`config.mk`:
```
export PLATFORM = sky130hd
export DESIGN_NAME = wsp_modu
export DESIGN_NICKNAME = d
export VERILOG_FILES = /design/src/design/wsp_modu.sv
export SDC_FILE = /design/constraint.sdc
export NUM_CORES = 1
export LEC_CHECK = 0
export BUFFER_PORTS_ARGS = -buffer_cell sky130_fd_sc_hd__buf_2
export CORE_ASPECT_RATIO = 1.5
export CORE_UTILIZATION = 49
export CTS_BUF_LIST = sky130_fd_sc_hd__clkbuf_4 sky130_fd_sc_hd__clkbuf_8 sky130_fd_sc_hd__clkbuf_16
export DETAILED_ROUTE_END_ITERATION = 8
export HOLD_SLACK_MARGIN = 0.06
export PLACE_DENSITY_LB_ADDON = 0.12
export REMOVE_ABC_BUFFERS = 1
export SLEW_MARGIN = 10
export SYNTH_ARGS = -nofsm -noshare
export SYNTH_HDL_FRONTEND = slang
export SYNTH_SLANG_ARGS = --single-unit
```
`constraint.sdc`:
```
create_clock -name clk -period 2.9 [get_ports clk]
set_input_delay 0.29 -clock clk [delete_from_list [all_inputs] [get_ports clk]]
set_output_delay 0.29 -clock clk [all_outputs]
set_load 0.05 [all_outputs]
```
`src/design/wsp_modu.sv`:
```
// shift-subtract remainder: one quotient bit per cycle
module wsp_modu #(
  parameter int DW = 32,
  parameter int NW = 9
) (
  input  logic          clk,
  input  logic          rst,
  input  logic          start,
  input  logic [DW-1:0] dividend,
  input  logic [NW-1:0] divisor,
  output logic          done,
  output logic [NW-1:0] remainder
);
  localparam int CW = $clog2(DW + 1);

  logic [DW-1:0] dvd;
  logic [NW:0]   rem;
  logic [NW-1:0] dsr;
  logic [CW-1:0] cnt;
  logic          run;
  logic [NW:0]   trial;
  logic [NW:0]   rem_next;

  always_comb begin
    trial = {rem[NW-1:0], dvd[DW-1]};
    if (trial >= {1'b0, dsr}) begin
      rem_next = trial - {1'b0, dsr};
    end else begin
      rem_next = trial;
    end
  end

  always_ff @(posedge clk) begin
    if (rst) begin
      run  <= 1'b0;
      done <= 1'b0;
      cnt  <= '0;
    end else begin
      done <= 1'b0;
      if (start) begin
        run <= 1'b1;
        cnt <= CW'(DW);
        rem <= '0;
        dvd <= dividend;
        dsr <= divisor;
      end else if (run) begin
        rem <= rem_next;
        dvd <= {dvd[DW-2:0], 1'b0};
        cnt <= cnt - 1'b1;
        if (cnt == CW'(1)) begin
          run  <= 1'b0;
          done <= 1'b1;
        end
      end
    end
  end

  assign remainder = rem[NW-1:0];
endmodule

```
Yosys cells after proc, flatten, opt, wreduce, memory -nomap -nowiden
Cells that the tools add are included.

Flip-flop bits (word level): 58. Logic and storage cells: 28. Output and inout bits: 10.

Order comparisons: 1. Bitwise operators: 2. Add/sub/neg operators: 2. Eq/ne operators: 1. Mux-type cells: 10. Reduce and logical (&&, ||, !) cells: 5.

Operators with widths (count): $mux W32 (2); $mux W9 (2); $mux W6 (2); $ge A10 B9 Y1 (1); $sub A9 B9 Y9 (1); $eq A6 B1 Y1 const B (1); $sub A6 B1 Y6 const B (1); $mux W1 (4); $reduce_and A2 Y1 (2); $reduce_or A3 Y1 (1); $not A1 Y1 (2); $reduce_bool A2 Y1 (1); $reduce_or A2 Y1 (1).

Depth between registers and ports, before layout
Gate-level depths: netlist (run 1).

Word-level depth: 4. Depth in mapped cells: 10.

Worst setup path before layout (run 1)
OpenSTA, ideal clock, no wires.

Path type: in2reg. From: input start. To: register dvd[0], enable pin. Buffers on the path: 1. Slack: -0.259 ns. Setup time: 0.455 ns. Stages on the path: 3. Arrival: 2.704 ns. Cells stage by stage: clkbuf_1 inv_1 a21oi_1.

Word-level cells in the longest chain between the ends: 2.

Ends and longest elaborated chain: start, declared (line 8) `input logic start,`; $reduce_bool A2 Y1 (no source line); $reduce_and A2 Y1 (no source line); end signal, assigned (line 44) `dvd <= dividend;`; end signal, assigned (line 48) `dvd <= {dvd[DW-2:0], 1'b0};`; end, declared (line 16) `logic [DW-1:0] dvd;`.

Every way passes these cells. A chain may end at the register's enable or synchronous reset.

Worst setup path in the final report (run 1)
From: register dvd[31]. To: register rem[0], data pin.

Word-level cells in the longest chain between the ends: 3. Elaborated cells between the ends (all ways): 4.

Ends and longest elaborated chain: $sub A9 B9 Y9 or $ge A10 B9 Y1 (tied branches) (line 27, 26); $mux W9 * (line 26) `if (trial >= {1'b0, dsr}) begin`; $mux W9 * (line 46) `end else if (run) begin`; end signal, assigned (line 47) `rem <= rem_next;`; end, declared (line 17) `logic [NW:0] rem;`.

Every way passes the cells marked *; elsewhere a longest branch is shown, timed or not. The select of a mux whose other input is x is not followed.

==> impl_metrics.py, run 1 <==
metrics = {
    "run_status": {
        "status": "finished clean",
    },
    "drt": {
        "drt-initial-drc-count": 77,
        "wl_mm": 5.04,
        "ant_nets": 0,
        "drc": 0,
        "via_count": 1793,
        "routed_via_density": 5.24,
        "dr.pass1.iters": 4,
        "wl_per_cell_um": 14.7,
    },
    "setup_path": {
        "required_ns": 2.98,
        "cp.arrival_ns": 2.62,
        "end_kind": "flop",
        "cp-start-kind": "flop",
        "critPathKind": "reg2reg",
        "worstPathMaxFanout": 6,
    },
    "synth": {
        "synth_flop_cell": "edfxtp_1",
        "synthMuxAreaShare": 0.147,
        "ys_top_cells_by_area": "edfxtp_1, mux2_2, dfxtp_1, ha_1, mux2i_1",
        "synth.most_common_cell": "edfxtp_1",
        "ys_seq_area_frac": 0.596,
        "synth_fa_ha_area_frac": 0.0566,
        "synth_seq_cells": 58,
        "synth_area_per_cell_sq_um": 13.5,
        "synthTopCellsByCount": "edfxtp_1, mux2_2, inv_1",
        "async_flop_share": 0,
        "synth_top_area_cell": "edfxtp_1",
        "synth.distinct_cells": 36,
        "netlist_area_sq_um": 2790,
        "synthSimpleGateAreaFrac": 0.0781,
        "synth_edf_count": 50,
        "synth_top_family_by_area": "multiplexers",
        "synth_top_area_frac": 0.539,
        "synth_warnings": 0,
        "synth_compound_area_frac": 0.0665,
        "synthCells": 207,
        "synthXorXnorAreaFrac": 0.0251,
    },
    "power": {
        "ir_worst_vdd_v": 0.000353,
        "switching_share": 0.261,
        "leakagePower_nw": 1.35,
        "p_comb_frac": 0.192,
        "total_power_mw": 2.08,
        "p_int_mw": 1.54,
        "p_switching_mw": 0.542,
        "p_clk_frac": 0.322,
        "p_per_area_nw_per_um2": 625,
        "p_seq_frac": 0.487,
    },
    "floorplan": {
        "ios": 54,
        "die_width_um": 63.6,
        "num_rows": 33,
        "die-area_sq_um": 6000,
        "start_util": 0.507,
        "die_y_um": 94.4,
        "core_area_sq_um": 5490,
    },
    "clocking": {
        "cts_hold_buffers": 0,
        "cts.sinks": 58,
        "clock_latency_ns": 0.32,
        "cts_resized": 0,
        "cts_buffers": 9,
        "clk_pin_slew_worst_paths_ns": 0.06,
        "cts_root_buffer": "clkbuf_8",
        "cts.htree.levels": 3,
        "cts_setup_buffers": 0,
        "cts_tree": "done",
        "cts.path.max_buffers": 2,
    },
    "timing": {
        "rsz0062_at_grt": "no",
        "hold_viol": 0,
        "period_share": 0.875,
        "fmax_mhz": 394,
        "tightest_slew_ns": 0.915,
        "post-route-min-period_ns": 2.54,
        "setup_tns_ns": 0,
        "slew_violations": 0,
        "setup_viol": 0,
        "skew_ns": 0.00555,
        "relSlewSlack": 0.388,
    },
    "global_route": {
        "grt_max_degree": 44,
        "grtUsageTotal": 0.186,
        "grt_first_pass_wirelength_mm": 8.21,
        "grt_pass1_vias": 1834,
        "antenna_found_initial": 0,
        "grt_overflow": 0,
    },
    "min_path": {
        "hp-class": "in2reg",
    },
    "placement": {
        "io_buffers": 53,
        "gp_congestion": 0.800,
        "place_hpwl_mm": 3.57,
        "place_inst": 327,
    },
    "finish": {
        "final_util": 0.606,
        "nFillCells": 458,
        "instances_no_fill": 342,
        "layout.nets": 324,
        "n_antenna_cell": 0,
        "drive_gt1_frac": 0.379,
        "areaGrowthSynthToFinish_pct": 19.4,
    },
    "flow_run": {
        "drv_cap": 0,
    },
}
-- power by group through the flow --
stage,sequential (mW),combinational [mW],clock (mW)
after floorplan,1.07,0.236,0
after global placement,1.03,0.395,0
after detailed placement,1.03,0.403,0
after CTS,1.01,0.404,0.686
after global routing,1.02,0.440,0.708
final,1.01,0.399,0.669
-- final cells by class --
cell class / instances / area [sq um] / share of cell area
clock buffers: 9 / 124 / 0.0372
well taps: 70 / 87.6 / 0.0263
inverters: 14 / 52.6 / 0.0158
flip-flops and latches: 58 / 1660 / 0.499
multi-input cells: 127 / 1050 / 0.316
clock inverters: 6 / 48.8 / 0.0147
repair buffers: 58 / 303 / 0.0910
-- layer usage --
metal / track usage / routed length (um) / vias up / part of all wire
met1: 0.203 / 2080 / 860 / 0.41
met3: 0.0507 / 232 / 8 / 0.046
met4: 0.114 / 110 / 0 / 0.022
met5: 0 / 0 / - / 0
met2: 0.319 / 2610 / 38 / 0.52
li1: - / - / 887 / -
-- worst paths after layout --
kind | from | endpoint | slack [ns] | cells past startpoint
max | dvd[31] | rem[0] | 0.36 | 10
min | divisor[8] | dsr[8] | 0.14 | 1
max reg2reg | dvd[31] | rem[0] | 0.36 | 10
min reg2reg | cnt[0] | cnt[0] | 0.49 | 2
-- cell families after synthesis --
family,count (synthesis)
DFF,58
and+or+nand+nor,44
xor gates and xnor gates,8
AOI/OAI and AO/OA,26
muxes,37
buffers and inverters,22
adders and majority gates,12
-- through the flow --
| stage | setup slack (ns) | area, sq um | hold slack [ns] |
|---|---|---|---|
| after global routing | 0.204 | 3330 | 0.122 |
| after floorplan | -0.0486 | 2750 | 0.359 |
| after CTS | 0.362 | 3330 | 0.120 |
| after detailed placement | 0.372 | 3160 | 0.468 |
| after global placement | 0.432 | 3160 | 0.467 |
| final | 0.363 | 3330 | 0.136 |
-- layout by cell type, fill, tap and decap left out, types with 5 or more instances in the layout --
master / count
buf_2: 53
edfxtp_1: 50
mux2_2: 31
inv_1: 14
nor2_1: 13
ha_1: 11
nor3_1: 9
clkbuf_8: 9
nand2_1: 8
dfxtp_1: 8
a21oi_1: 6
mux2i_1: 6
clkinv_1: 5
buf_4: 5
-- critical path, stage by stage, from the launching register on --
cell and delay, ns:
edfxtp_1 0.38, inv_1 0.07, ha_1 0.15, inv_1 0.05, fa_1 0.39, a21o_1 0.22
a221oi_2 0.36, a31o_1 0.22, buf_4 0.17, nor3_1 0.05, a31o_2 0.23
-- state kept, by name, summed over array words and instances, names as in the netlist --
register,cells
cnt,6
rem,9
dvd,32
run,1
dsr,9
done,1
(Power assumes the default switching activity.)
==> run 2, diff against run 1 <==
--- a/config.mk
+++ b/config.mk
@@ -11,6 +11,7 @@
 export CTS_BUF_LIST = sky130_fd_sc_hd__clkbuf_4 sky130_fd_sc_hd__clkbuf_8 sky130_fd_sc_hd__clkbuf_16
 export DETAILED_ROUTE_END_ITERATION = 8
 export HOLD_SLACK_MARGIN = 0.06
+export MAX_ROUTING_LAYER = met4
 export PLACE_DENSITY_LB_ADDON = 0.12
 export REMOVE_ABC_BUFFERS = 1
 export SLEW_MARGIN = 10
==> impl_metrics.py, run 2 (synthesis results as in run 1) <==
metrics = {
    "min_path": {
        "hp-class": "in2reg",
        "hp-start": "divisor[8]",
    },
    "drt": {
        "drc": 0,
        "routed_via_density": 5.28,
        "dr.pass1.iters": 4,
        "ant_nets": 0,
        "wl_mm": 4.98,
        "wl_per_cell_um": 14.6,
        "via_count": 1806,
        "drt-initial-drc-count": 84,
    },
    "power": {
        "switching_share": 0.259,
        "p_comb_frac": 0.192,
        "p_per_area_nw_per_um2": 624,
        "p_switching_mw": 0.539,
        "ir_worst_vdd_v": 0.000352,
        "leakagePower_nw": 1.35,
        "p_int_mw": 1.54,
        "p_clk_frac": 0.321,
        "p_seq_frac": 0.487,
    },
    "clocking": {
        "cts_hold_buffers": 0,
        "cts_setup_buffers": 0,
        "cts.path.max_buffers": 2,
        "clock_latency_ns": 0.32,
        "cts_resized": 0,
        "clk_pin_slew_worst_paths_ns": 0.06,
        "cts_root_buffer": "clkbuf_8",
        "cts_tree": "done",
        "cts_buffers": 9,
        "cts.sinks": 58,
        "cts.htree.levels": 3,
    },
    "finish": {
        "areaGrowthSynthToFinish_pct": 19.4,
        "n_antenna_cell": 0,
        "layout_commonest_cell": "buf_2",
        "largest_reg_flops": 32,
        "instances_no_fill": 342,
        "regMostFlops": "dvd",
        "final_cell_mix": "buf_2, edfxtp_1, mux2_2, inv_1, nor2_1",
        "layout.nets": 324,
        "final_util": 0.606,
        "top_regs": "dvd: 32 flops, dsr: 9 flops, rem: 9 flops",
        "drive_gt1_frac": 0.379,
        "nFillCells": 458,
    },
    "setup_path": {
        "critPathKind": "reg2reg",
        "required_ns": 2.98,
        "worstPathMaxFanout": 6,
        "end_kind": "flop",
        "cp-start-kind": "flop",
        "cp.arrival_ns": 2.61,
        "worstSetupStartpoint": "dvd[31]",
        "rr_startpoint": "dvd[31]",
    },
    "placement": {
        "place_hpwl_mm": 3.57,
        "gp_congestion": 0.812,
        "io_buffers": 53,
        "place_inst": 327,
    },
    "global_route": {
        "grt_max_degree": 44,
        "antenna_found_initial": 0,
        "grtUsageTotal": 0.193,
        "grt_overflow": 0,
        "grt_first_pass_wirelength_mm": 8.23,
        "grt_pass1_vias": 1839,
    },
    "timing": {
        "setup_viol": 0,
        "relSlewSlack": 0.388,
        "skew_ns": 0.00428,
        "hold_viol": 0,
        "fmax_mhz": 395,
        "period_share": 0.872,
        "post-route-min-period_ns": 2.53,
        "tightest_slew_ns": 0.914,
        "rsz0062_at_grt": "no",
        "slew_violations": 0,
    },
    "floorplan": {
        "core_area_sq_um": 5490,
        "num_rows": 33,
        "die_y_um": 94.4,
        "die_width_um": 63.6,
        "ios": 54,
        "start_util": 0.507,
        "die-area_sq_um": 6000,
    },
    "flow_run": {
        "drv_cap": 0,
    },
    "run_status": {
        "status": "finished clean",
    },
}
run 2: cell counts in the layout (fill, tap and decap cells not counted):
No cell type changed its count.
run 2: worst max-delay path, cell delays in order, from the launching register on:
cell,delay (ns)
edfxtp_1,0.38
inv_1,0.07
ha_1,0.15
inv_1,0.06
fa_1,0.39
a21o_1,0.22
a221oi_2,0.35
a31o_1,0.22
buf_4,0.17
nor3_1,0.05
a31o_2,0.23
run 2: through the flow:
| stage | TNS, ns | cell area (sq um) | hold WS [ns] | setup WS (ns) | power, mW |
|---|---|---|---|---|---|
| 6_report | 0 | 3330 | 0.135 | 0.370 | 2.08 |
| 4_1_cts | 0 | 3330 | 0.120 | 0.362 | 2.10 |
| 3_5_place_dp | 0 | 3160 | 0.468 | 0.372 | 1.43 |
| 2_1_floorplan | -1.99 | 2750 | 0.359 | -0.0486 | 1.31 |
| 5_1_grt | 0 | 3330 | 0.122 | 0.204 | 2.17 |
| 3_3_place_gp | 0 | 3160 | 0.467 | 0.432 | 1.42 |
run 2: final timing paths:
kind,endpoint,slack [ns],depth (start not counted)
max,rem[0],0.37,10
min,dsr[8],0.14,1
max reg2reg,rem[0],0.37,10
min reg2reg,cnt[0],0.49,2
run 2: area by class of cell:
type / instances / area [sq um] / area share
Clock inverter: 6 / 48.8 / 0.0147
Clock buffer: 9 / 124 / 0.0372
Sequential cell: 58 / 1660 / 0.499
Timing Repair Buffer: 58 / 303 / 0.0910
Inverter: 14 / 52.6 / 0.0158
Multi-Input combinational cell: 127 / 1050 / 0.316
Tap cell: 70 / 87.6 / 0.0263
run 2: layer usage:
metal / up-vias / share of wire / GRT usage
li1: 886 / - / -
met1: 863 / 0.40 / 0.208
met2: 45 / 0.52 / 0.317
met3: 12 / 0.044 / 0.0399
met4: 0 / 0.031 / 0.131
met5: - / 0 / -
run 2: power groups by stage:
stage	Clock [mW]	Sequential (mW)	Combinational [mW]
finish	0.667	1.01	0.398
global route	0.709	1.02	0.440
floorplan	0	1.07	0.236
detailed placement	0	1.03	0.403
CTS	0.686	1.01	0.404
global placement	0	1.03	0.395
